===== config.mk =====
export PLATFORM = sky130hd
export DESIGN_NAME = fisr_fmul
export DESIGN_NICKNAME = d
export VERILOG_FILES = /design/src/hdl/fisr_pkg.sv /design/src/hdl/fisr_fmul.sv
export SDC_FILE = /design/constraint.sdc
export NUM_CORES = 2
export LEC_CHECK = 0
export ABC_CLOCK_PERIOD_IN_PS = 21200
export BUFFER_PORTS_ARGS = -buffer_cell sky130_fd_sc_hd__buf_2
export CORE_MARGIN = 5
export CORE_UTILIZATION = 47
export CTS_CLUSTER_SIZE = 12
export DETAILED_ROUTE_END_ITERATION = 7
export SLEW_MARGIN = 20
export SYNTH_ARGS = -nofsm -noshare
export SYNTH_HDL_FRONTEND = slang
export SYNTH_SLANG_ARGS = --single-unit

===== constraint.sdc =====
create_clock -name clk -period 21.2 [get_ports clk]
set_input_delay 4.24 -clock clk [delete_from_list [all_inputs] [get_ports clk]]
set_output_delay 4.24 -clock clk [all_outputs]
set_load 0.02 [all_outputs]

===== src/hdl/fisr_pkg.sv =====
// ----------------------------------------------------------------------------
// fisr_pkg
// Shared constants and helper functions for the inverse square root pipeline.
// ----------------------------------------------------------------------------
package fisr_pkg;

  localparam int unsigned WORD_W = 32;
  localparam int unsigned SIDE_W = 64;
  localparam int unsigned NEWTON_STEPS = 2;

  localparam logic [31:0] GUESS_MAGIC       = 32'h5f3759df;
  localparam logic [31:0] HALF_BITS         = 32'h3f000000;
  localparam logic [31:0] THREE_HALVES_BITS = 32'h3fc00000;
  localparam logic [31:0] CANON_QNAN        = 32'h7fc00000;

  function automatic logic [4:0] lzc24(input logic [23:0] m);
    logic [4:0] cnt;
    logic       found;
    cnt   = 5'd24;
    found = 1'b0;
    for (int i = 23; i >= 0; i--) begin
      if (!found && m[i]) begin
        cnt   = 5'(23 - i);
        found = 1'b1;
      end
    end
    return cnt;
  endfunction

  function automatic logic [4:0] lzc27(input logic [26:0] m);
    logic [4:0] cnt;
    logic       found;
    cnt   = 5'd27;
    found = 1'b0;
    for (int i = 26; i >= 0; i--) begin
      if (!found && m[i]) begin
        cnt   = 5'(26 - i);
        found = 1'b1;
      end
    end
    return cnt;
  endfunction

  // Rounds to nearest-even and packs; a carry out of the fraction moves the
  // exponent up, which also produces infinity on overflow.
  function automatic logic [31:0] round_pack(input logic sign, input logic nan,
                                             input logic inf, input logic zero,
                                             input logic [7:0] expf,
                                             input logic [22:0] mant,
                                             input logic grd, input logic stk);
    logic [30:0] packed_v;
    logic        inc;
    logic [31:0] res;
    inc      = grd & (stk | mant[0]);
    packed_v = {expf, mant} + {30'd0, inc};
    if (nan) begin
      res = CANON_QNAN;
    end else if (inf) begin
      res = {sign, 8'hff, 23'd0};
    end else if (zero) begin
      res = {sign, 31'd0};
    end else begin
      res = {sign, packed_v};
    end
    return res;
  endfunction

endpackage


===== src/hdl/fisr_fmul.sv =====
// ----------------------------------------------------------------------------
// fisr_fmul
// Four-stage binary32 multiplier, round to nearest-even, with a side bus.
// ----------------------------------------------------------------------------
module fisr_fmul (
  input  logic                        clk,
  input  logic                        rst_n,
  input  logic                        ena,
  input  logic                        in_vld,
  input  logic [31:0]                 a,
  input  logic [31:0]                 b,
  input  logic [fisr_pkg::SIDE_W-1:0] side_i,
  output logic                        out_vld,
  output logic [31:0]                 res,
  output logic [fisr_pkg::SIDE_W-1:0] side_o
);

  // Stage 1: unpack and normalize subnormal operands.
  logic               a_nan, a_inf, a_zero, b_nan, b_inf, b_zero;
  logic [23:0]        ma, mb;
  logic [4:0]         lza, lzb;
  logic               s1_vld_r;
  logic               s1_sign_r, s1_nan_r, s1_inf_r, s1_zero_r;
  logic [23:0]        s1_ma_r, s1_mb_r;
  logic signed [10:0] s1_ea_r, s1_eb_r;
  logic [fisr_pkg::SIDE_W-1:0] s1_side_r;

  assign a_nan  = (a[30:23] == 8'hff) && (a[22:0] != 23'd0);
  assign a_inf  = (a[30:23] == 8'hff) && (a[22:0] == 23'd0);
  assign a_zero = (a[30:23] == 8'h00) && (a[22:0] == 23'd0);
  assign b_nan  = (b[30:23] == 8'hff) && (b[22:0] != 23'd0);
  assign b_inf  = (b[30:23] == 8'hff) && (b[22:0] == 23'd0);
  assign b_zero = (b[30:23] == 8'h00) && (b[22:0] == 23'd0);
  assign ma     = {a[30:23] != 8'h00, a[22:0]};
  assign mb     = {b[30:23] != 8'h00, b[22:0]};
  assign lza    = fisr_pkg::lzc24(ma);
  assign lzb    = fisr_pkg::lzc24(mb);

  always_ff @(posedge clk) begin
    if (!rst_n) begin
      s1_vld_r <= 1'b0;
    end else if (ena) begin
      s1_vld_r <= in_vld;
    end
  end

  always_ff @(posedge clk) begin
    if (ena) begin
      s1_sign_r <= a[31] ^ b[31];
      s1_nan_r  <= a_nan | b_nan | (a_inf & b_zero) | (a_zero & b_inf);
      s1_inf_r  <= a_inf | b_inf;
      s1_zero_r <= a_zero | b_zero;
      s1_ma_r   <= ma << lza;
      s1_mb_r   <= mb << lzb;
      s1_ea_r   <= $signed({3'd0, (a[30:23] == 8'h00) ? 8'd1 : a[30:23]})
                   - $signed({6'd0, lza});
      s1_eb_r   <= $signed({3'd0, (b[30:23] == 8'h00) ? 8'd1 : b[30:23]})
                   - $signed({6'd0, lzb});
      s1_side_r <= side_i;
    end
  end

  // Stage 2: significand product and exponent sum.
  logic               s2_vld_r;
  logic               s2_sign_r, s2_nan_r, s2_inf_r, s2_zero_r;
  logic [47:0]        s2_prod_r;
  logic signed [10:0] s2_er_r;
  logic [fisr_pkg::SIDE_W-1:0] s2_side_r;

  always_ff @(posedge clk) begin
    if (!rst_n) begin
      s2_vld_r <= 1'b0;
    end else if (ena) begin
      s2_vld_r <= s1_vld_r;
    end
  end

  always_ff @(posedge clk) begin
    if (ena) begin
      s2_sign_r <= s1_sign_r;
      s2_nan_r  <= s1_nan_r;
      s2_inf_r  <= s1_inf_r;
      s2_zero_r <= s1_zero_r;
      s2_prod_r <= s1_ma_r * s1_mb_r;
      s2_er_r   <= s1_ea_r + s1_eb_r - 11'sd127;
      s2_side_r <= s1_side_r;
    end
  end

  // Stage 3: normalize and align for subnormal results.
  logic [47:0]        sig;
  logic signed [10:0] er;
  logic [5:0]         amt;
  logic [95:0]        ext;
  logic [7:0]         expf_nxt;
  logic [23:0]        mant_nxt;
  logic               grd_nxt, stk_nxt, ovf_nxt;

  always_comb begin
    if (s2_prod_r[47]) begin
      sig = s2_prod_r;
      er  = s2_er_r + 11'sd1;
    end else begin
      sig = {s2_prod_r[46:0], 1'b0};
      er  = s2_er_r;
    end
    ovf_nxt = (er >= 11'sd255);
    if (er < -11'sd62) begin
      amt = 6'd63;
    end else begin
      amt = 6'(11'sd1 - er);
    end
    ext = {sig, 48'd0} >> amt;
    if (er >= 11'sd1) begin
      expf_nxt = er[7:0];
      mant_nxt = sig[47:24];
      grd_nxt  = sig[23];
      stk_nxt  = |sig[22:0];
    end else begin
      expf_nxt = 8'd0;
      mant_nxt = ext[95:72];
      grd_nxt  = ext[71];
      stk_nxt  = (|ext[70:48]) | (|ext[47:0]);
    end
  end

  logic        s3_vld_r;
  logic        s3_sign_r, s3_nan_r, s3_inf_r, s3_zero_r;
  logic [7:0]  s3_expf_r;
  logic [22:0] s3_mant_r;
  logic        s3_grd_r, s3_stk_r;
  logic [fisr_pkg::SIDE_W-1:0] s3_side_r;

  always_ff @(posedge clk) begin
    if (!rst_n) begin
      s3_vld_r <= 1'b0;
    end else if (ena) begin
      s3_vld_r <= s2_vld_r;
    end
  end

  always_ff @(posedge clk) begin
    if (ena) begin
      s3_sign_r <= s2_sign_r;
      s3_nan_r  <= s2_nan_r;
      s3_inf_r  <= s2_inf_r | (ovf_nxt & ~s2_zero_r);
      s3_zero_r <= s2_zero_r;
      s3_expf_r <= expf_nxt;
      s3_mant_r <= mant_nxt[22:0];
      s3_grd_r  <= grd_nxt;
      s3_stk_r  <= stk_nxt;
      s3_side_r <= s2_side_r;
    end
  end

  // Stage 4: rounding and packing.
  logic        s4_vld_r;
  logic [31:0] s4_res_r;
  logic [fisr_pkg::SIDE_W-1:0] s4_side_r;

  always_ff @(posedge clk) begin
    if (!rst_n) begin
      s4_vld_r <= 1'b0;
    end else if (ena) begin
      s4_vld_r <= s3_vld_r;
    end
  end

  always_ff @(posedge clk) begin
    if (ena) begin
      s4_res_r  <= fisr_pkg::round_pack(s3_sign_r, s3_nan_r, s3_inf_r, s3_zero_r,
                                        s3_expf_r, s3_mant_r, s3_grd_r, s3_stk_r);
      s4_side_r <= s3_side_r;
    end
  end

  assign out_vld = s4_vld_r;
  assign res     = s4_res_r;
  assign side_o  = s4_side_r;

endmodule


==> flow_metrics.py <==
metrics = {
    "synth": {
        "syn_area_per_cell_sq_um": 10.6,
        "yosysUniqueCellTypes": 97,
        "synthMuxAreaShare_pct": 5.38,
        "syn_nets": 4717,
        "synthCells": 3893,
        "yosysSeqAreaShare_pct": 33.5,
        "synth_edf_count": 458,
        "syn_area_sq_um": 41400,
        "synth_warnings": 0,
        "synth_seq_cells": 462,
        "synth_top_family_by_area": "adder cells",
        "synth-simple-area-share_pct": 13.5,
        "dominantRegCellSynth": "edfxtp_1",
        "synth_compound_area_share_pct": 8.26,
        "synthArstFlopShare_pct": 0,
        "synth_xor_area_share_pct": 2.26,
        "synth_fa_ha_area_share_pct": 29.7,
    },
    "global_routing": {
        "gr-usage-met1_pct": 32.2,
        "busiest_layer": "met2",
        "grt.met2_usage_pct": 37.6,
        "met3_usage_pct": 4.45,
        "antenna_found_initial": 8,
        "overflow": 0,
        "grt_start_max_net_pins": 119,
        "grt_pass1_wl_microns": 172000,
        "grt_pass1_vias": 29600,
        "grtUsageTotal_pct": 23.2,
    },
    "status": {
        "violations": "design-rule violations",
        "status": "complete, but fails checks",
    },
    "placed_design": {
        "dp_hpwl_microns": 80600,
        "place.gp.congestion": 0.931,
        "placed_area_sq_um": 43700,
        "io_buffers": 228,
    },
    "worst_setup_path": {
        "crit_top_cell": "fa_1",
        "r2r-end": "s2_prod_r[46]",
        "rrSetupSlack_ns": 12.26,
        "start_kind": "register",
        "critPathRequiredTime_ns": 21.57,
        "critPathKind": "reg -> reg",
        "endpoint": "s2_prod_r[46]",
        "end_kind": "register",
        "crit_slowest_cell": "edfxtp_1",
        "timing.rr.start": "s1_ma_r[16]",
        "cp.arrival_ns": 9.31,
        "crit_start": "s1_ma_r[16]",
        "cp_max_fo": 24,
        "cpPeakStageDelay_ns": 1.05,
        "r2r_cells": 27,
    },
    "cts": {
        "cts_buffer_depth": 3,
        "cts_buffers": 51,
        "cts_tree": "built",
        "cts_setup_buffers": 0,
        "ctsRootBufferMaster": "clkbuf_16",
        "cts_resized": 0,
        "hold_buffers": 0,
        "clk_pin_slew_ns": 0.06,
        "clkLatencyLatePin_ns": 0.62,
        "htree_levels": 2,
        "cts_sinks": 462,
    },
    "timing": {
        "setup_viol": 0,
        "slew_violations": 0,
        "slew_headroom_pct": 18.0,
        "setup_tns_ns": 0,
        "fin_crit_ns": 8.94,
        "fin_crit_sh_pct": 42.2,
        "max_slew.worst_pin.slew_ns": 1.23,
        "finalHoldViolCount": 0,
        "clock.fmax_mhz": 112,
        "fin_skew_ns": 0.0432,
        "rsz0062_at_grt": "false",
    },
    "route": {
        "routed_wl_microns": 109000,
        "ant_nets": 0,
        "drt_iter0_drc": 2400,
        "drc_errors": 3,
        "via_count": 28800,
        "viasPerCell": 5.50,
        "wl_per_cell_microns": 20.8,
        "firstDrtPassIters": 8,
    },
    "floorplan": {
        "core_area_sq_um": 87000,
        "ios": 229,
        "row_count": 108,
        "die-width_microns": 307,
        "start_util_pct": 47.5,
        "die-area_sq_um": 94000,
        "die_h_microns": 307,
    },
    "layout": {
        "drive_gt1_share_pct": 11.0,
        "antennaDiodeCount": 0,
        "area_growth_pct": 9.66,
        "final_area_sq_um": 45300,
        "multiInputGateArea_sq_um": 24500,
        "seq_area_sq_um": 13800,
        "nNetsFinal": 4877,
        "fillers": 7912,
    },
    "worst_hold_path": {
        "worstHoldPathType": "reg -> reg",
        "hp-start": "s3_side_r[53]",
    },
    "run": {
        "max_cap_viol_count": 0,
    },
}
[per-stage QoR]
step	std cells	utilization [%]	hold slack [ns]	setup WS [ns]
2_1_floorplan	3893	-	0.400	13.17
3_3_place_gp	5155	50.3	0.400	12.34
3_5_place_dp	5155	50.3	0.405	12.24
4_1_cts	5243	52.1	0.415	12.41
5_1_grt	5243	52.1	0.422	11.84
6_report	5243	52.1	0.412	12.26
[critical path: cells and delay by family, from the launching register on]
family	cells	cell delay, ns
buffers and inverters	5	0.29
XOR/XNOR	1	0.13
flip-flops	1	1.05
AND/OR/NAND/NOR	6	1.70
adder cells (fa/ha/maj)	8	4.03
AO/OA/AOI/OAI	7	1.51
[cell families (layout without fill, tap and decap cells)]
family                   count (synthesis)  in the layout
adder cells (fa/ha/maj)                692            692
AND/OR/NAND/NOR                       1140           1140
AO/OA/AOI/OAI                          500            500
XOR/XNOR                               106            106
buffers and inverters                  799            994
multiplexers                           194            194
flip-flops                             462            462
[cell usage in the layout, fill, tap and decap left out, types with 13 or more instances in the layout]
master     count
buf_4         66
a31oi_1       25
fa_1         485
mux2i_1      152
clkbuf_16     51
edfxtp_1     458
clkbuf_1      14
o211ai_1      37
nor3_1        46
a21o_1        39
nand4_1       25
mux4_2        20
buf_2        227
nor2b_1       13
xnor2_1       57
and2_1       288
nor2_1       180
o22ai_1       38
a21oi_1      114
nor4_1        26
inv_1        611
nand2_1      429
mux2_2        20
and3_1        18
xor2_1        48
nand3_1       60
o21ai_0       80
a211oi_1      22
ha_1         207
[sequential cells by signal (all words and copies together) (netlist names), 8 cells and up]
| name | cells |
|---|---|
| s1_side_r | 64 |
| s1_ma_r | 24 |
| s2_prod_r | 48 |
| s1_eb_r | 9 |
| s2_side_r | 64 |
| s1_mb_r | 24 |
| s3_mant_r | 23 |
| s2_er_r | 11 |
| s3_side_r | 64 |
| res | 32 |
| s3_expf_r | 8 |
| s1_ea_r | 9 |
| side_o | 64 |
[cell usage after synthesis, drive strengths merged, types with 6 or more instances]
| cell type | n | share of area [%] |
|---|---|---|
| a22oi | 6 | 0.12 |
| o21bai | 10 | 0.18 |
| a211oi | 24 | 0.46 |
| nor2 | 184 | 1.7 |
| o31ai | 9 | 0.16 |
| xor2 | 49 | 1.1 |
| mux2i | 152 | 3.7 |
| nor3 | 46 | 0.56 |
| o221ai | 13 | 0.29 |
| nand2 | 431 | 3.9 |
| a21o | 39 | 0.71 |
| nand3 | 61 | 0.75 |
| a221oi | 8 | 0.18 |
| inv | 612 | 5.6 |
| mux4 | 20 | 1.1 |
| o32ai | 8 | 0.21 |
| nand2b | 11 | 0.17 |
| o21a | 12 | 0.22 |
| xnor2 | 57 | 1.2 |
| nor4 | 30 | 0.54 |
| a31oi | 26 | 0.41 |
| buf | 41 | 0.54 |
| a32oi | 6 | 0.13 |
| or3 | 9 | 0.14 |
| edfxtp | 458 | 33 |
| ha | 207 | 6.3 |
| a2111oi | 8 | 0.21 |
| and3 | 18 | 0.27 |
| nor2b | 13 | 0.20 |
| nand4 | 25 | 0.38 |
| o211ai | 39 | 0.73 |
| a21oi | 120 | 1.5 |
| o21ai | 88 | 1.1 |
| a21boi | 6 | 0.11 |
| o22ai | 38 | 0.57 |
| and2 | 288 | 4.4 |
| mux2 | 22 | 0.61 |
| fa | 485 | 23 |
| clkbuf | 146 | 1.3 |
[worst min path at each step]
stage	endpoint	slack (ns)	depth (start not counted)
2_1_floorplan	s2_inf_r	0.40	0
6_report	side_o[53]	0.41	0
4_1_cts	s2_side_r[20]	0.42	0
5_1_grt	s3_side_r[16]	0.42	0
3_5_place_dp	s2_side_r[12]	0.40	0
3_3_place_gp	s3_side_r[47]	0.40	0
[layer usage]
layer / up-vias / share of wire, %
met4: 2 / 3.1
met3: 206 / 6.7
met2: 970 / 46
met5: - / 0.010
li1: 13300 / -
met1: 14400 / 44
[area by class of cell]
cell class	count	area share [%]
clock buffer	66	2.96
clock inverter	22	0.588
inverter	612	5.07
multi-input combinational	2632	54.1
sequential	462	30.5
tap	1155	3.19
timing repair buffer	294	3.63
Power is not shown: default switching activity piles up to over one toggle a cycle in this logic, so the estimate is an artifact.
