===== src/hdl/fisr_pkg.sv =====
// ----------------------------------------------------------------------------
// fisr_pkg
// Shared constants and helper functions for the inverse square root pipeline.
// ----------------------------------------------------------------------------
package fisr_pkg;

  localparam int unsigned WORD_W = 32;
  localparam int unsigned SIDE_W = 64;
  localparam int unsigned NEWTON_STEPS = 2;

  localparam logic [31:0] GUESS_MAGIC       = 32'h5f3759df;
  localparam logic [31:0] HALF_BITS         = 32'h3f000000;
  localparam logic [31:0] THREE_HALVES_BITS = 32'h3fc00000;
  localparam logic [31:0] CANON_QNAN        = 32'h7fc00000;

  function automatic logic [4:0] lzc24(input logic [23:0] m);
    logic [4:0] cnt;
    logic       found;
    cnt   = 5'd24;
    found = 1'b0;
    for (int i = 23; i >= 0; i--) begin
      if (!found && m[i]) begin
        cnt   = 5'(23 - i);
        found = 1'b1;
      end
    end
    return cnt;
  endfunction

  function automatic logic [4:0] lzc27(input logic [26:0] m);
    logic [4:0] cnt;
    logic       found;
    cnt   = 5'd27;
    found = 1'b0;
    for (int i = 26; i >= 0; i--) begin
      if (!found && m[i]) begin
        cnt   = 5'(26 - i);
        found = 1'b1;
      end
    end
    return cnt;
  endfunction

  // Rounds to nearest-even and packs; a carry out of the fraction moves the
  // exponent up, which also produces infinity on overflow.
  function automatic logic [31:0] round_pack(input logic sign, input logic nan,
                                             input logic inf, input logic zero,
                                             input logic [7:0] expf,
                                             input logic [22:0] mant,
                                             input logic grd, input logic stk);
    logic [30:0] packed_v;
    logic        inc;
    logic [31:0] res;
    inc      = grd & (stk | mant[0]);
    packed_v = {expf, mant} + {30'd0, inc};
    if (nan) begin
      res = CANON_QNAN;
    end else if (inf) begin
      res = {sign, 8'hff, 23'd0};
    end else if (zero) begin
      res = {sign, 31'd0};
    end else begin
      res = {sign, packed_v};
    end
    return res;
  endfunction

endpackage


===== src/hdl/fisr_fadd.sv =====
// ----------------------------------------------------------------------------
// fisr_fadd
// Four-stage binary32 adder, round to nearest-even, with a side bus.
// ----------------------------------------------------------------------------
module fisr_fadd (
  input  logic                        clk,
  input  logic                        rst_n,
  input  logic                        ena,
  input  logic                        in_vld,
  input  logic [31:0]                 a,
  input  logic [31:0]                 b,
  input  logic [fisr_pkg::SIDE_W-1:0] side_i,
  output logic                        out_vld,
  output logic [31:0]                 res,
  output logic [fisr_pkg::SIDE_W-1:0] side_o
);

  // Stage 1: classify, order by magnitude, exponent difference.
  logic        a_nan, a_inf, b_nan, b_inf, swap;
  logic [31:0] big, sml;
  logic [7:0]  eb_big, eb_sml;

  assign a_nan  = (a[30:23] == 8'hff) && (a[22:0] != 23'd0);
  assign a_inf  = (a[30:23] == 8'hff) && (a[22:0] == 23'd0);
  assign b_nan  = (b[30:23] == 8'hff) && (b[22:0] != 23'd0);
  assign b_inf  = (b[30:23] == 8'hff) && (b[22:0] == 23'd0);
  assign swap   = b[30:0] > a[30:0];
  assign big    = swap ? b : a;
  assign sml    = swap ? a : b;
  assign eb_big = (big[30:23] == 8'h00) ? 8'd1 : big[30:23];
  assign eb_sml = (sml[30:23] == 8'h00) ? 8'd1 : sml[30:23];

  logic        s1_vld_r;
  logic        s1_nan_r, s1_inf_r, s1_isgn_r, s1_sl_r, s1_ss_r;
  logic [7:0]  s1_el_r, s1_d_r;
  logic [23:0] s1_ml_r, s1_ms_r;
  logic [fisr_pkg::SIDE_W-1:0] s1_side_r;

  always_ff @(posedge clk) begin
    if (!rst_n) begin
      s1_vld_r <= 1'b0;
    end else if (ena) begin
      s1_vld_r <= in_vld;
    end
  end

  always_ff @(posedge clk) begin
    if (ena) begin
      s1_nan_r  <= a_nan | b_nan | (a_inf & b_inf & (a[31] != b[31]));
      s1_inf_r  <= a_inf | b_inf;
      s1_isgn_r <= a_inf ? a[31] : b[31];
      s1_sl_r   <= big[31];
      s1_ss_r   <= sml[31];
      s1_el_r   <= eb_big;
      s1_d_r    <= eb_big - eb_sml;
      s1_ml_r   <= {big[30:23] != 8'h00, big[22:0]};
      s1_ms_r   <= {sml[30:23] != 8'h00, sml[22:0]};
      s1_side_r <= side_i;
    end
  end

  // Stage 2: align the smaller operand and add or subtract.
  logic [4:0]  amt;
  logic [53:0] ext;
  logic [26:0] al;
  logic [27:0] sum;

  always_comb begin
    amt = (s1_d_r > 8'd28) ? 5'd28 : s1_d_r[4:0];
    ext = {s1_ms_r, 3'd0, 27'd0} >> amt;
    al  = {ext[53:28], ext[27] | (|ext[26:0])};
    if (s1_sl_r == s1_ss_r) begin
      sum = {1'b0, s1_ml_r, 3'd0} + {1'b0, al};
    end else begin
      sum = {1'b0, s1_ml_r, 3'd0} - {1'b0, al};
    end
  end

  logic        s2_vld_r;
  logic        s2_nan_r, s2_inf_r, s2_isgn_r, s2_sign_r;
  logic [7:0]  s2_el_r;
  logic [27:0] s2_sum_r;
  logic [fisr_pkg::SIDE_W-1:0] s2_side_r;

  always_ff @(posedge clk) begin
    if (!rst_n) begin
      s2_vld_r <= 1'b0;
    end else if (ena) begin
      s2_vld_r <= s1_vld_r;
    end
  end

  always_ff @(posedge clk) begin
    if (ena) begin
      s2_nan_r  <= s1_nan_r;
      s2_inf_r  <= s1_inf_r;
      s2_isgn_r <= s1_isgn_r;
      s2_sign_r <= (sum == 28'd0) ? (s1_sl_r & s1_ss_r) : s1_sl_r;
      s2_el_r   <= s1_el_r;
      s2_sum_r  <= sum;
      s2_side_r <= s1_side_r;
    end
  end

  // Stage 3: normalize, limited by the minimum exponent.
  logic [4:0]  lz, sh;
  logic [26:0] nrm;
  logic [8:0]  e;

  always_comb begin
    lz = fisr_pkg::lzc27(s2_sum_r[26:0]);
    sh = 5'd0;
    if (s2_sum_r[27]) begin
      nrm = {s2_sum_r[27:2], s2_sum_r[1] | s2_sum_r[0]};
      e   = {1'b0, s2_el_r} + 9'd1;
    end else begin
      sh  = ({4'd0, lz} > ({1'b0, s2_el_r} - 9'd1)) ? 5'(s2_el_r - 8'd1) : lz;
      nrm = s2_sum_r[26:0] << sh;
      e   = {1'b0, s2_el_r} - {4'd0, sh};
    end
  end

  logic        s3_vld_r;
  logic        s3_sign_r, s3_nan_r, s3_inf_r;
  logic [7:0]  s3_expf_r;
  logic [22:0] s3_mant_r;
  logic        s3_grd_r, s3_stk_r;
  logic [fisr_pkg::SIDE_W-1:0] s3_side_r;

  always_ff @(posedge clk) begin
    if (!rst_n) begin
      s3_vld_r <= 1'b0;
    end else if (ena) begin
      s3_vld_r <= s2_vld_r;
    end
  end

  always_ff @(posedge clk) begin
    if (ena) begin
      s3_sign_r <= s2_inf_r ? s2_isgn_r : s2_sign_r;
      s3_nan_r  <= s2_nan_r;
      s3_inf_r  <= s2_inf_r | (e >= 9'd255);
      s3_expf_r <= nrm[26] ? e[7:0] : 8'd0;
      s3_mant_r <= nrm[25:3];
      s3_grd_r  <= nrm[2];
      s3_stk_r  <= nrm[1] | nrm[0];
      s3_side_r <= s2_side_r;
    end
  end

  // Stage 4: rounding and packing.
  logic        s4_vld_r;
  logic [31:0] s4_res_r;
  logic [fisr_pkg::SIDE_W-1:0] s4_side_r;

  always_ff @(posedge clk) begin
    if (!rst_n) begin
      s4_vld_r <= 1'b0;
    end else if (ena) begin
      s4_vld_r <= s3_vld_r;
    end
  end

  always_ff @(posedge clk) begin
    if (ena) begin
      s4_res_r  <= fisr_pkg::round_pack(s3_sign_r, s3_nan_r, s3_inf_r, 1'b0,
                                        s3_expf_r, s3_mant_r, s3_grd_r, s3_stk_r);
      s4_side_r <= s3_side_r;
    end
  end

  assign out_vld = s4_vld_r;
  assign res     = s4_res_r;
  assign side_o  = s4_side_r;

endmodule


===== config.mk =====
export PLATFORM = sky130hd
export DESIGN_NAME = fisr_fadd
export DESIGN_NICKNAME = d
export VERILOG_FILES = /design/src/hdl/fisr_pkg.sv /design/src/hdl/fisr_fadd.sv
export SDC_FILE = /design/constraint.sdc
export NUM_CORES = 1
export LEC_CHECK = 0
export ABC_AREA = 1
export BUFFER_PORTS_ARGS = -buffer_cell sky130_fd_sc_hd__buf_2
export CELL_PAD_IN_SITES_DETAIL_PLACEMENT = 1
export CELL_PAD_IN_SITES_GLOBAL_PLACEMENT = 2
export CORE_UTILIZATION = 34
export DETAILED_ROUTE_END_ITERATION = 10
export MAX_ROUTING_LAYER = met4
export PLACE_DENSITY_LB_ADDON = 0.1
export SETUP_SLACK_MARGIN = 0.1
export SYNTH_ARGS = -nofsm -noshare
export SYNTH_HDL_FRONTEND = slang
export SYNTH_SLANG_ARGS = --single-unit

===== constraint.sdc =====
create_clock -name clk -period 6.4 [get_ports clk]
set_clock_uncertainty 0.2 [all_clocks]
set_input_delay 0.64 -clock clk [delete_from_list [all_inputs] [get_ports clk]]
set_output_delay 0.64 -clock clk [all_outputs]
set_load 0.005 [all_outputs]

==> results.tsv, run 1 <==
metric	value	unit
synth_async_sr_flop_share	0	%
cts_sinks	437	
port_buffers	228	
nFillCells	7902	
powerDensity	321	nW/um^2
htree_levels	2	
yosysTopAreaCellShare	54.6	%
synthesis.nets	2747	
drv_slew	0	
crit_path_start_kind	register	
rows	96	
status	completed	
hpwl	60600	um
grt_pass1_wl	117000	um
worst-endpoint-arrival	6130	ps
yosysSeqAreaShare	54.9	%
overflow	0	
fin_util	41.5	%
ir_drop	0.000184	V
worstPathMaxFanout	6	
routabilityCongestion	0.881	
drcViolationCount	0	
drive_above_1_share	16.6	%
synthToLayoutAreaGrowth	20.2	%
wl	76800	um
drtPass1Iterations	5	
num_io_pins	229	
die-area	71100	um^2
drt_iter0_markers	1111	
crit_family	simple AND/OR/NAND/NOR gates	
clock_latency	590	ps
crit_buf_inv	4	
dpl_cell_area	26100	um^2
die_w	267	um
worst_path_largest_cell_delay	430	ps
syn_area_per_cell	9.51	um^2
stdcell_area	28600	um^2
cp_common_cell	nand4_4	
viasPerCell	5.00	
clock_tree.root_cell	clkbuf_16	
syn-cell-area	23800	um^2
finalNetCount	3073	
grt_pass1_vias	19800	
via_count	19000	
grt_util_all_layers	22.2	%
ys_warn_count	0	
synth-edff-count	433	
clk_pin_slew	60	ps
maxCapViolations	0	
syn_inst	2505	
worstSetupEndpointType	register	
critPathKind	register to register	
cts_tree	yes	
antenna_cells	0	
max_freq	0.166	GHz
worstPathRequired	6510	ps
period_share	93.9	%
setup_violations	0	
total_power	0.00919	W
whs	33.6	ps
antenna_found_initial	1	
yosysTopAreaCell	edfxtp_1	
slew_headroom	29.6	%
ys_types	69	
grt_start_max_net_pins	150	
rrSetupSlack	390	ps
ctsLongestPathBuffers	3	
hold_violations	0	
crit_path_top_delay_cell	edfxtp_1	
core	68900	um^2
p_leak	12.2	nW
rsz0062_at_grt	no	
cts_buffers	47	
synth_top_flop_cell	edfxtp_1	
avgRoutedWirePerCell	20.2	um
min_path_type	input port to register	
yosys-top-cells-count	503 x nand2_1, 433 x edfxtp_1, 329 x inv_1	
worst_pin_slew	1060	ps
die_height	267	um
detail-route-antenna-nets	0	
synth.area.top_cells	edfxtp_1 55%, nand2_1 7.9%, nand3_1 5.6%	
yosysMostFrequentCell	nand2_1	
initial_core_util	34.5	%
finalCriticalPeriod	6010	ps
synth_seq_cells	437	
==> worst reg2reg max path: cells and delay by family, from the launching register on <==
| family | cells | cell delay (ps) |
|---|---|---|
| DFF | 1 | 430 |
| and+or+nand+nor | 22 | 2850 |
| adders and majority gates | 2 | 630 |
| buffers and inverters | 4 | 350 |
| AOI/OAI and AO/OA | 9 | 1300 |
==> sequential cells by signal (all words and copies together) (netlist names), 8 cells and up <==
name and flops:
side_o 64, s1_ml_r 24, s1_side_r 64, s1_d_r 8, s3_side_r 64, s3_expf_r 8
res 32, s1_ms_r 24, s3_mant_r 23, s2_side_r 64, s1_el_r 8, s2_el_r 8
s2_sum_r 28
==> per-stage QoR <==
step / setup WS, ps / instances / setup TNS (ps)
global route: 2.86 / 3796 / 0
floorplan: 432 / 2505 / 0
finish: 388 / 3796 / 0
detailed placement: -173 / 3631 / -206
CTS: 118 / 3775 / 0
global placement: 146 / 3631 / 0
==> logic make-up (layout without fill, tap and decap cells) <==
family | count (synthesis) | after routing | synth area share (%)
buffers and inverters | 414 | 773 | 6.97
multiplexers | 3 | 3 | 0.131
AND/OR/NAND/NOR | 1130 | 1131 | 21.8
AO/OA/AOI/OAI | 373 | 373 | 8.90
flip-flops | 437 | 437 | 54.9
adder cells (fa/ha/maj) | 110 | 110 | 5.87
XOR/XNOR | 38 | 38 | 1.40
==> placed cells by master, fill, tap and decap left out, types with 15 or more instances in the layout <==
cell and instances:
inv_1 321, o21ai_0 129, dlygate4sd3_1 58, o211ai_1 21, edfxtp_1 433, xor2_1 34, nand4_1 41, ha_1 106
nand2_1 500, o21ai_1 15, nand3_2 16, nand3_1 267, a21oi_1 130, nor4_1 18, buf_2 227, clkbuf_16 47
nor3_1 26, nor2_1 192, buf_4 59
==> timing repair <==
item	in CTS	in global routing
setup buffers	2	21
pin swaps	3	29
setup endpoints to repair	4	7
hold buffers	58	0
cloned	1	0
hold endpoints to repair	58	0
resized for setup	5	57
==> path summary, 6_finish.rpt <==
path | start | endpoint | cells after the start
worst max register to register | s2_sum_r[26] | s3_inf_r | 37
worst max-delay path | s2_sum_r[26] | s3_inf_r | 37
worst min-delay path | side_i[56] | s1_side_r[56] | 1
worst min register to register | s2_side_r[9] | s3_side_r[9] | 0
==> power breakdown <==
part	total, W	internal, W	leakage (nW)	switching [W]
combinational	0.00274	0.000869	7.18	0.00187
clock	0.00265	0.00152	0.731	0.00114
sequential	0.00380	0.00358	4.27	0.000229
total	0.00919	0.00596	12.2	0.00323
==> metal layers <==
| layer | track usage (%) | vias up | wire [um] | part of all wire (%) |
|---|---|---|---|---|
| met3 | 2.03 | 95 | 2020 | 2.6 |
| met1 | 27.1 | 9312 | 33400 | 43 |
| met2 | 39.0 | 314 | 39400 | 51 |
| met4 | 6.09 | 0 | 1970 | 2.6 |
| met5 | - | - | 0 | 0 |
| li1 | - | 9270 | - | - |
==> final cells by class <==
type	instances	area, um^2	share of cell area (%)
clock buffer	59	1240	4.34
clock inverter	24	287	1.00
inverter	339	1280	4.48
multi-input combinational	1655	9300	32.5
sequential	437	13100	45.7
tap	931	1160	4.07
timing repair buffer	351	2270	7.94
Power figures use the tool's default switching activity.
==> run 2, diff against run 1 <==
--- a/config.mk
+++ b/config.mk
@@ -5,11 +5,11 @@
 export SDC_FILE = /design/constraint.sdc
 export NUM_CORES = 1
 export LEC_CHECK = 0
-export ABC_AREA = 1
 export BUFFER_PORTS_ARGS = -buffer_cell sky130_fd_sc_hd__buf_2
 export CELL_PAD_IN_SITES_DETAIL_PLACEMENT = 1
 export CELL_PAD_IN_SITES_GLOBAL_PLACEMENT = 2
-export CORE_UTILIZATION = 34
+export CORE_ASPECT_RATIO = 1.25
+export CORE_UTILIZATION = 37
 export DETAILED_ROUTE_END_ITERATION = 10
 export MAX_ROUTING_LAYER = met4
 export PLACE_DENSITY_LB_ADDON = 0.1
==> constraint.sdc (replaced) <==
create_clock -name clk -period 6.4 [get_ports clk]
set_clock_uncertainty 0.2 [all_clocks]
set_input_delay 1.6 -clock clk [delete_from_list [all_inputs] [get_ports clk]]
set_output_delay 1.6 -clock clk [all_outputs]
set_load 0.005 [all_outputs]
==> run 2 against run 1 <==
  * Clock-buffer cell count is 6 higher
  * Sequential power hardly changed
  * Wire length down 6.1%
  * Synthesized cell count decreased by 21%
  * Total power up 4.4%
  * Register-to-register slack got worse by 210 ps
  * Critical path depth decreased by 12
  * Maximum frequency decreased by 3.3%
  * Largest cell class unchanged
  * Largest power group unchanged
==> results.tsv, run 2 <==
metric	value	unit
netSwitchingFraction	32.4	%
whs	212	ps
syn-cell-area	23300	um^2
synth_seq_cells	437	
max_freq	0.161	GHz
cts_tree	yes	
routabilityCongestion	0.973	
grt_pass1_vias	19000	
maxCapViolations	0	
finalCriticalPeriod	6220	ps
ir_drop	0.000205	V
cts_buffers	47	
htree_levels	2	
status	completed	
worst_path_largest_cell_delay	560	ps
overflow	0	
clock_latency	580	ps
drcViolationCount	0	
p_comb_share	33.8	%
synthToLayoutAreaGrowth	28.9	%
core	62200	um^2
p_leak	12.1	nW
p_int	0.00649	W
setup_violations	0	
drtPass1Iterations	5	
syn_area_per_cell	11.7	um^2
register_area	13100	um^2
rsz0062_at_grt	yes	
clk_pin_slew	70	ps
synth_top_flop_cell	edfxtp_1	
grt_pass1_wl	109000	um
die_w	227	um
tns	0	ps
yosysSeqAreaShare	56.1	%
rows	102	
crit_path_top_delay_cell	or4_4	
drt_iter0_markers	730	
yosys-top-cells-count	433 x edfxtp_1, 140 x nor2_1, 133 x nand2_1	
clock_power_share	26.7	%
worstSetupEndpointType	register	
min_path_type	register to register	
fin_util	48.4	%
worst_pin_slew	815	ps
hold_violations	0	
initial_core_util	37.5	%
synth-edff-count	433	
antenna_found_initial	1	
drive_above_1_share	32.6	%
hpwl	56900	um
crit_buf_inv	2	
avgRoutedWirePerCell	21.3	um
wl	72100	um
detail-route-antenna-nets	0	
ctsLongestPathBuffers	3	
drv_slew	0	
synth.area.top_cells	edfxtp_1 56%, ha_1 5.7%, mux2i_1 3.7%	
nFillCells	6707	
via_count	17800	
worstPathRequired	6530	ps
slew_headroom	45.7	%
multi_input_area	10200	um^2
grt_start_max_net_pins	129	
syn_inst	1987	
p_seq_share	39.5	%
cp_common_cell	nor2_1	
viasPerCell	5.27	
ys_warn_count	0	
cts_sinks	437	
dpl_cell_area	27600	um^2
synthesis.nets	2229	
final_common_cell	edfxtp_1	
cts_hold_buffers	0	
die-area	64100	um^2
crit_family	compound AO/OA/AOI/OAI gates	
num_io_pins	229	
powerDensity	319	nW/um^2
ys_types	84	
clock_tree.root_cell	clkbuf_16	
worstPathMaxFanout	8	
finalNetCount	2757	
critPathKind	register to register	
yosysMostFrequentCell	edfxtp_1	
synth_async_sr_flop_share	0	%
layout_common_cells	433 x edfxtp_1, 328 x buf_4, 226 x buf_2	
period_share	97.2	%
crit_path_start_kind	register	
yosysTopAreaCell	edfxtp_1	
yosysTopAreaCellShare	55.7	%
die_height	283	um
stdcell_area	30100	um^2
port_buffers	228	
grt_util_all_layers	22.9	%
worst-endpoint-arrival	6350	ps
p_switching	0.00310	W
==> run 2: cell count changes in the layout (fill, tap and decap cells not counted), sizes merged, moves of 57 or more <==
cell         change
buf            +278
dlygate4sd3     -58
inv            -218
mux2            +57
mux2i           +85
nand2          -383
nand3          -244
nor2            -71
==> run 2: area by class of cell <==
class                   instances  share of cell area [%]
flip-flops and latches        437                    43.5
multi-input cells            1347                    34.0
repair buffers                571                    12.8
clock buffers                  65                    4.20
well taps                     832                    3.46
inverters                     111                    1.41
clock inverters                19                   0.612
diodes                          1                 0.00832
==> run 2: repair_timing <==
action / CTS / global route
setup endpoints to repair: 3 / 15
buffers inserted: 18 / 19
resized for setup: 42 / 110
pin swaps: 23 / 79
==> run 2: power by group through the flow <==
| stage | registers, W | clock network [W] | logic (W) |
|---|---|---|---|
| 6_report | 0.00379 | 0.00257 | 0.00324 |
| 5_1_grt | 0.00382 | 0.00275 | 0.00350 |
| 4_1_cts | 0.00379 | 0.00266 | 0.00307 |
| 3_5_place_dp | 0.00385 | 0 | 0.00299 |
| 3_3_place_gp | 0.00383 | 0 | 0.00295 |
| 2_1_floorplan | 0.00376 | 0 | 0.00163 |
==> run 2: per-layer routing <==
| metal | share of wire (%) | GRT usage [%] | vias up |
|---|---|---|---|
| li1 | - | - | 8584 |
| met1 | 37 | 23.7 | 8734 |
| met2 | 55 | 43.1 | 357 |
| met3 | 3.2 | 2.57 | 155 |
| met4 | 4.8 | 10.4 | 0 |
| met5 | 0 | - | - |
==> run 2: cell families (layout without fill, tap and decap cells) <==
kind of cell               after synthesis  count (layout)  share of synthesized area, %
and+or+nand+nor                        565             565                          12.2
AOI/OAI and AO/OA                      460             460                          13.2
DFF                                    437             437                          56.1
buffers and inverters                  203             766                          3.47
muxes                                  145             145                          6.53
adders and majority gates              110             110                          6.00
xor gates and xnor gates                67              67                          2.52
other                                    0               1                             0
==> run 2: final timing paths <==
| check | start | endpoint | slack, ps | depth (start not counted) |
|---|---|---|---|---|
| setup / recovery | s1_d_r[7] | s2_sign_r | 180 | 25 |
| setup reg to reg | s1_d_r[7] | s2_sign_r | 180 | 25 |
| hold reg to reg | s2_side_r[11] | s3_side_r[11] | 210 | 0 |
| hold / removal | s2_side_r[11] | s3_side_r[11] | 210 | 0 |
==> run 2: through the flow <==
| step | instances | worst slack, ps | power [W] |
|---|---|---|---|
| 3_3_place_gp | 3262 | -466 | 0.00678 |
| 4_1_cts | 3364 | 87.7 | 0.00952 |
| 6_report | 3383 | 181 | 0.00959 |
| 2_1_floorplan | 1987 | 86.4 | 0.00539 |
| 3_5_place_dp | 3262 | -519 | 0.00684 |
| 5_1_grt | 3383 | -32.8 | 0.0101 |
